File: src/rtl/core/kdlp_pkg.sv
`default_nettype none

package kdlp_pkg;

    // Widths of the item fields and of the long-press time register.
    localparam int PIN_WIDTH  = 2;
    localparam int TICK_WIDTH = 16;

    localparam logic [TICK_WIDTH-1:0] LONG_PRESS_RESET = 16'd1000;

    // Two-sample history codes: bit 0 is the newest pressed sample.
    localparam logic [1:0] HIST_PRESSED  = 2'b11;
    localparam logic [1:0] HIST_RELEASED = 2'b00;

    typedef logic [PIN_WIDTH-1:0]  pin_mask_t;
    typedef logic [TICK_WIDTH-1:0] tick_count_t;

    // What one key lane reports for the item being taken.
    typedef struct packed {
        logic short_press;
        logic long_press;
    } lane_flags_t;

endpackage

`default_nettype wire

File: src/rtl/core/kdlp_lane.sv
`default_nettype none

module kdlp_lane
    import kdlp_pkg::*;
(
    input  wire logic        clk,
    input  wire logic        rst_n,
    input  wire logic        step,
    input  wire logic        pressed,
    input  wire tick_count_t long_press_ticks,
    output lane_flags_t      flags
);

    logic [1:0]  hist_reg;
    logic [1:0]  hist_next;
    logic        held_reg;
    logic        held_next;
    tick_count_t count_reg;
    tick_count_t count_next;

    always_comb
    begin
        hist_next   = {hist_reg[0], pressed};
        held_next   = held_reg;
        count_next  = count_reg;
        flags       = '0;
        if (hist_next == HIST_PRESSED)
        begin
            if (!held_reg)
            begin
                count_next = long_press_ticks;
                held_next  = 1'b1;
            end
            else if (count_reg != '0)
            begin
                count_next       = count_reg - tick_count_t'(1);
                flags.long_press = (count_reg == tick_count_t'(1));
            end
        end
        else if (hist_next == HIST_RELEASED && held_reg)
        begin
            // A release while time remains is a short press.
            flags.short_press = (count_reg != '0);
            held_next         = 1'b0;
        end
    end

    always_ff @(posedge clk or negedge rst_n)
    begin
        if (!rst_n)
        begin
            hist_reg  <= '0;
            held_reg  <= 1'b0;
            count_reg <= '0;
        end
        else if (step)
        begin
            hist_reg  <= hist_next;
            held_reg  <= held_next;
            count_reg <= count_next;
        end
    end

    a_long_needs_hold: assert property (@(posedge clk) disable iff (!rst_n)
        flags.long_press |-> held_reg && count_reg == tick_count_t'(1))
        else $error("long press flagged without a running hold");

    a_short_needs_time: assert property (@(posedge clk) disable iff (!rst_n)
        flags.short_press |-> held_reg && count_reg != '0)
        else $error("short press flagged without time remaining");

    a_press_sets_hold: assert property (@(posedge clk) disable iff (!rst_n)
        (step && hist_next == HIST_PRESSED) |=> held_reg)
        else $error("two pressed samples did not leave the key held");

endmodule

`default_nettype wire

File: src/rtl/core/kdlp_merge.sv
`default_nettype none

module kdlp_merge
    import kdlp_pkg::*;
#(
    parameter int NUM_KEYS = 2
)
(
    input  wire logic        clk,
    input  wire logic        rst_n,
    input  wire logic        load,
    input  wire lane_flags_t lane_flags [NUM_KEYS],
    output logic             load_ready,
    output logic             out_valid,
    input  wire logic        out_ready,
    output pin_mask_t        short_press_mask,
    output pin_mask_t        long_press_mask
);

    logic      valid_reg;
    pin_mask_t short_comb;
    pin_mask_t long_comb;
    pin_mask_t short_reg;
    pin_mask_t long_reg;

    // Only keys that have a pin in the field can report a press.
    for (genvar k = 0; k < PIN_WIDTH; k++)
    begin : g_bit
        if (k < NUM_KEYS)
        begin : g_lane
            assign short_comb[k] = lane_flags[k].short_press;
            assign long_comb[k]  = lane_flags[k].long_press;
        end
        else
        begin : g_none
            assign short_comb[k] = 1'b0;
            assign long_comb[k]  = 1'b0;
        end
    end

    assign load_ready = !valid_reg || out_ready;

    always_ff @(posedge clk or negedge rst_n)
    begin
        if (!rst_n)
        begin
            valid_reg <= 1'b0;
        end
        else if (load)
        begin
            valid_reg <= 1'b1;
        end
        else if (out_ready)
        begin
            valid_reg <= 1'b0;
        end
    end

    always_ff @(posedge clk)
    begin
        if (load)
        begin
            short_reg <= short_comb;
            long_reg  <= long_comb;
        end
    end

    assign out_valid        = valid_reg;
    assign short_press_mask = short_reg;
    assign long_press_mask  = long_reg;

endmodule

`default_nettype wire

File: src/rtl/core/key_debounce_long_press_core.sv
`default_nettype none
// The result of an item is loaded into the output register at the edge that takes it.
// One item per cycle unless out_ready stalls; lanes and output register update in one edge.
// An item is taken while the output register is empty or its item is being taken.
// Reset (rst_n, asynchronous, active low) clears every key's history, held flag and
// countdown, empties the output register and sets the long-press time to 1000 ticks.

module key_debounce_long_press_core
    import kdlp_pkg::*;
#(
    parameter int NUM_KEYS = 2
)
(
    input  wire logic        clk,
    input  wire logic        rst_n,
    input  wire logic        in_valid,
    output logic             in_ready,
    input  wire pin_mask_t   pin_levels,
    output logic             out_valid,
    input  wire logic        out_ready,
    output pin_mask_t        short_press_mask,
    output pin_mask_t        long_press_mask,
    input  wire logic        cfg_we,
    input  wire tick_count_t cfg_wdata
);

    // The long-press time register. It is only sampled when a countdown loads,
    // so a write during a hold leaves the running countdown alone.
    tick_count_t long_press_ticks_reg;

    always_ff @(posedge clk or negedge rst_n)
    begin
        if (!rst_n)
        begin
            long_press_ticks_reg <= LONG_PRESS_RESET;
        end
        else if (cfg_we)
        begin
            long_press_ticks_reg <= cfg_wdata;
        end
    end

    logic        load_ready;
    logic        in_accept;
    lane_flags_t lane_flags [NUM_KEYS];

    assign in_ready  = load_ready;
    assign in_accept = in_valid && load_ready;

    // One lane per key. The pins are active low; keys beyond the field width
    // always read released, so they never hold and never report anything.
    for (genvar k = 0; k < NUM_KEYS; k++)
    begin : g_key
        logic pressed;

        if (k < PIN_WIDTH)
        begin : g_pin
            assign pressed = ~pin_levels[k];
        end
        else
        begin : g_idle
            assign pressed = 1'b0;
        end

        kdlp_lane u_lane (
            .clk              (clk),
            .rst_n            (rst_n),
            .step             (in_accept),
            .pressed          (pressed),
            .long_press_ticks (long_press_ticks_reg),
            .flags            (lane_flags[k])
        );
    end

    // The merge stage gathers the per-key flags into the two masks and holds
    // them in the output register until the item is taken.
    kdlp_merge #(
        .NUM_KEYS (NUM_KEYS)
    ) u_merge (
        .clk              (clk),
        .rst_n            (rst_n),
        .load             (in_accept),
        .lane_flags       (lane_flags),
        .load_ready       (load_ready),
        .out_valid        (out_valid),
        .out_ready        (out_ready),
        .short_press_mask (short_press_mask),
        .long_press_mask  (long_press_mask)
    );

endmodule

`default_nettype wire

File: config.mk
export PLATFORM = sky130hd
export DESIGN_NAME = key_debounce_long_press_core
export DESIGN_NICKNAME = d
export VERILOG_FILES = /design/src/rtl/core/kdlp_pkg.sv /design/src/rtl/core/kdlp_lane.sv /design/src/rtl/core/kdlp_merge.sv /design/src/rtl/core/key_debounce_long_press_core.sv
export SDC_FILE = /design/constraint.sdc
export NUM_CORES = 1
export LEC_CHECK = 0
export BUFFER_PORTS_ARGS = -buffer_cell sky130_fd_sc_hd__buf_4
export CAP_MARGIN = 0
export CORE_MARGIN = 2
export CORE_UTILIZATION = 60
export DETAILED_ROUTE_END_ITERATION = 10
export GPL_TIMING_DRIVEN = 0
export PLACE_DENSITY = 0.8
export SYNTH_ARGS = -nofsm -noshare
export SYNTH_HDL_FRONTEND = slang
export SYNTH_HIERARCHICAL = 1
export SYNTH_SLANG_ARGS = --single-unit
File: constraint.sdc
create_clock -name clk -period 2.15 [get_ports clk]
set_input_delay 0.215 -clock clk [delete_from_list [all_inputs] [get_ports clk]]
set_output_delay 0.215 -clock clk [all_outputs]
set_load 0.1 [all_outputs]
# --- Word level (Yosys, flattened, before mapping) ---
# Index checks and enable logic that the tools add are counted.
# W data, S select, Z words.
totals:
  output_inout_bits: 6
  mem_count: 0
  rom_bits: 0
  reg_bits: 57
  in_bits: 23
  mem_bits_rw: 0
  latch_bits: 0
classes:
  n_mul: 0
  reduce_logical: 20
  bitwise: 4
  magnitude_cmp: 0
  eq_ne: 6
  addsub: 2
  shifts: 0
  div: 0
  n_mux: 10
ops:
  columns: ["op", "count"]
  rows:
  - ["$mux W16", 4]
  - ["$eq A16 B1 Y1 const B", 2]
  - ["$reduce_bool A16 Y1", 2]
  - ["$sub A16 B1 Y16 const B", 2]
  - ["$reduce_and A3 Y1", 4]
  - ["$mux W1", 6]
  - ["$reduce_bool A2 Y1", 3]
  - ["$eq A2 B2 Y1 const B", 2]
  - ["$logic_not A2 Y1", 2]
  - ["$ne A2 B2 Y1 const B", 2]
  - ["$not A1 Y1", 4]
  - ["$reduce_and A2 Y1", 2]
  - ["$reduce_or A2 Y1", 2]
  - ["$logic_and A1 B1 Y1", 3]
  - ["$logic_not A1 Y1", 1]
  - ["$logic_or A1 B1 Y1", 1]

# --- Logic depth before layout (Yosys ltp) ---
depth:
  ltp_word: 5
  mapped_depth: 7
  ltp_nobuf: 6

# --- Cells and area by module ---
# Netlist, hierarchy kept.
modules_own_cells:
  columns: ["mod", "instances", "area_each_um2", "seq_area_each_um2", "cells_per_inst"]
  rows:
  - ["kdlp_lane", 2, 1290.0, 450.4, 147]
  - ["key_debounce_long_press_core", 1, 670.6, 407.9, 37]
  - ["kdlp_merge", 1, 167.7, 145.1, 7]

# --- Worst setup path after synthesis ---
# OpenSTA, ideal clock, no wires.
synth_path:
  path_kind: "register -> register"
  start: "register u_merge.valid_reg, in the netlist u_merge/out_valid"
  end: "register g_key[0].u_lane.count_reg[7]"
  path_slack_ns: -0.525
  setup_time_ns: 0.066
  required_time_ns: 2.084
  arrival_ns: 2.609
  stages_incl_launch_ff: 7
  cell_sequence: "dfrtp_1 > nand2b_4 > and2_1 > nand3_2 > or4_1 > o21ai_1 > a221o_1"
synth_via:
  elab_chain_len: 4
synth_lines:
  columns: ["element", "line", "rtl"]
  rows:
  - ["start, declared", "kdlp_merge.sv:20", "logic valid_reg;"]
  - ["start signal, assigned", "kdlp_merge.sv:47", "valid_reg <= 1'b0;"]
  - ["start signal, assigned", "kdlp_merge.sv:51", "valid_reg <= 1'b1;"]
  - ["start signal, assigned", "kdlp_merge.sv:55", "valid_reg <= 1'b0;"]
  - ["$logic_not A1 Y1", "kdlp_merge.sv:41", "assign load_ready = !valid_reg || out_ready;"]
  - ["$logic_or A1 B1 Y1", "kdlp_merge.sv:41", null]
  - ["net in_ready", "key_debounce_long_press_core.sv:17", "output logic in_ready,"]
  - ["$logic_and A1 B1 Y1", "key_debounce_long_press_core.sv:48", "assign in_accept = in_valid && load_ready;"]
  - ["net in_accept", "key_debounce_long_press_core.sv:44", "logic in_accept;"]
  - ["$reduce_and A3 Y1 (no line)", null, null]
  - ["end signal, assigned", "kdlp_lane.sv:60", "count_reg <= count_next;"]
  - ["end, declared", "kdlp_lane.sv:18", "tick_count_t count_reg;"]
# The timed path passes the listed nets, and every way through them passes these cells.
# A chain may end at the register's enable or synchronous reset.

# --- Final worst setup path ---
layout_path:
  start: "register g_key[1].u_lane.count_reg[2]"
  end: "register g_key[1].u_lane.count_reg[13]"
layout_via:
  elab_chain_len: 3
layout_lines:
  columns: ["element", "line"]
  rows:
  - ["start, declared", "kdlp_lane.sv:18"]
  - ["start signal, assigned", "kdlp_lane.sv:60"]
  - ["$sub A16 B1 Y16 or $reduce_bool A16 Y1 (tied branches)", "kdlp_lane.sv:36, kdlp_lane.sv:34"]
  - ["$mux W16 or $ne A2 B2 Y1 (tied branches)", null]
  - ["$mux W16 or $reduce_and A3 Y1 (tied branches)", null]
# Several ways; a longest one is shown, not always the timed one. The select of a mux whose other input is x is not followed.

==> metrics.yaml <==
status:
  status: "complete, no violations"
grt:
  use_met2_pct: 43.5
  antenna_found_initial: 0
  grtUsageMet1_pct: 42.8
  grt_pass1_vias: 2805
  grt_usage_pct: 29.6
  top_usage_layer: "met2"
  use_met3_pct: 5.43
  grt_overflow: 0
  grt_max_degree: 54
  grt_pass1_wl_um: 14100
placed_design:
  port_buffers: 27
  place_hpwl_um: 6000
  dp_cells: 437
  placed_area_mm2: 0.00372
  globalplace.congestion: 0.935
sta:
  rsz0062_at_grt: "false"
  finalCritPeriodShare_pct: 95.2
  final-max-slew-violation-count: 0
  fin_crit_ns: 2.05
  setup_viol: 0
  fin_setup_tns_ns: 0
  fmax_mhz: 489
  tightest_slew_ns: 0.689
  slew_headroom_pct: 54.1
  hold_viol_final: 0
  fin_skew_ns: 0.00808
  holdWs_ns: 0.0994
cts:
  ctsRootBufferMaster: "clkbuf_8"
  clkSlewWorstSetupHoldPaths_ns: 0.07
  cts_setup_buffers: 0
  cts_tree: "built"
  cts_buffers: 9
  clkLatencyLatePin_ns: 0.34
  clockBufferDepth: 2
  numClockSinks: 57
  htree_levels: 3
finish:
  multiInputGateArea_mm2: 0.00186
  area_growth_syn_to_layout_pct: 16.8
  regArea_mm2: 0.00146
  largest_reg_flops: 32
  diodes: 0
  drive_above_1_share_pct: 27.0
  stdcell_count: 454
  stdcell_area_mm2: 0.00399
  fill_cells: 422
  nets: 404
worst_setup_path:
  crit_arrival_ns: 2.31
  end_kind: "flip-flop"
  startpoint: "g_key[1].u_lane/count_reg[2]"
  crit_fanout: 10
  crit_required_ns: 2.42
  crit_end: "g_key[1].u_lane/count_reg[13]"
  r2r_cells: 6
  criticalPathCategory: "flip-flop to flip-flop"
  rr_startpoint: "g_key[1].u_lane/count_reg[2]"
  r2r_slack_ns: 0.10
  r2r_end: "g_key[1].u_lane/count_reg[13]"
  worstSetupStartpointType: "flip-flop"
logic_synthesis:
  synth_top_cell_by_area: "dfrtp_1"
  muxShareOfSynthArea_pct: 10.0
  synth_area_mm2: 0.00342
  synth_warnings: 6
  async_flop_share_pct: 93.0
  synthSimpleGateAreaFrac_pct: 23.9
  yosys-top-cells-area: "dfrtp_1 (34%), dfstp_2 (4.6%), mux2_4 (4.4%)"
  yosys.area_share.adder_pct: 1.46
  synth_xor_xnor_area_share_pct: 0
  syn_nets: 365
  syn_inst: 338
  synth_compound_area_share_pct: 16.9
  syn_area_per_cell_um2: 10.1
  ys_types: 56
  yosysMostFrequentCell: "dfrtp_1"
  synth_edf_count: 4
  ys_seq_area_share_pct: 42.5
  synth-seq-cells: 57
  synth_top_area_share_pct: 34.4
  synth_flop_cell: "dfrtp_1"
  synth_common_cells: "dfrtp_1 (47), a21oi_1 (24), nand2_1 (24)"
  synth_top_family_by_area: "simple AND/OR/NAND/NOR gates"
die:
  rows: 27
  initial_utilization_pct: 62.1
  coreArea_mm2: 0.00551
  dieArea_mm2: 0.00632
  die_x_um: 79.5
  ios: 29
  die_h_um: 79.5
worst_hold_path:
  min_path_type: "input pin to flip-flop"
run:
  maxCapViolations: 0
route:
  drt_iter0_drc: 329
  finalWirelength_um: 8890
  ant_nets: 0
  wl_per_cell_um: 19.6
  vias: 3027
  drtPass1Iterations: 4
  viasPerCell: 6.67
  post-route-drc-count: 0
pwr:
  max-vdd-ir-drop_uv: 531
  powerDensity_mw_per_mm2: 1120
  power.total_mw: 4.46
  leakage_nw: 1.56
==> layout by cell type (no fill, tap or decap), types with 3 or more instances in the layout <==
master     n
edfxtp_1   4
mux2_4    10
and3_1     8
a21oi_1   24
o31ai_1    4
mux2i_1    8
dfstp_2    6
clkbuf_8  12
nand4_1   10
o32ai_1    4
nor4_4     3
inv_1      6
buf_6      3
dfrtp_1   46
o21ai_0    8
buf_4     29
mux2_2    10
a211oi_1  10
nor3b_1    4
nor3_1    11
nand3_1   10
buf_2      4
or4_1      8
or3_1      6
nor2_1    18
nand2_1   24
nor4_1    14
clkbuf_1   7
o211a_1    4
and2_1     4
==> what timing repair did <==
action                                  in CTS  in global routing
hold buffers                                 1                  0
hold endpoints to repair                    47                  0
resized for setup                            3                 13
endpoints found under the setup margin      21                 22
==> cells by family after synthesis <==
kind of cell,count (synthesis)
mux,28
buf+inv,28
compound gates,82
flops,57
simple gates,139
fa+ha+maj,4
==> layer usage <==
metal / share of wire [%] / vias up
li1: - / 1400
met1: 45 / 1474
met2: 46 / 136
met3: 6.7 / 17
met4: 2.7 / 0
met5: 0 / -
==> worst min-delay path by stage <==
stage                  start                           end  slack [ns]  depth (start not counted)
6_report       cfg_wdata[11]      long_press_ticks_reg[11]         0.1                          2
5_1_grt         cfg_wdata[8]       long_press_ticks_reg[8]        0.09                          2
4_1_cts        cfg_wdata[11]      long_press_ticks_reg[11]        0.09                          2
3_5_place_dp           rst_n   g_key[0].u_lane/hist_reg[0]        0.30                          1
3_3_place_gp           rst_n   g_key[0].u_lane/hist_reg[0]        0.30                          1
2_1_floorplan          rst_n  g_key[0].u_lane/count_reg[0]       -0.08                          0
==> power by group <==
group	internal, mW	total, mW	switching, mW
clock	0.562	1.01	0.450
combinational	0.680	1.49	0.808
sequential	1.43	1.96	0.531
==> layout make-up <==
class	instances	share of cell area, %
buffer	20	3.73
multi-input combinational	253	46.5
clock buffer	11	3.54
timing repair buffer	28	5.33
sequential	57	36.5
clock inverter	5	1.38
tap	72	2.26
inverter	8	0.752
==> critical path, stage by stage (launching register included) <==
cell	delay (ns)
dfrtp_1	0.37
buf_6	0.14
or4_1	0.49
buf_2	0.18
nor4_1	0.30
mux2_2	0.38
a21oi_1	0.12
==> per-stage QoR <==
step           util (%)  worst slack, ns
2_1_floorplan         -          -0.0284
3_3_place_gp       67.5          -0.0523
3_5_place_dp       67.5           -0.102
4_1_cts            71.5          0.00147
5_1_grt            72.5           0.0117
6_report           72.5            0.104
(Power assumes the default switching activity.)
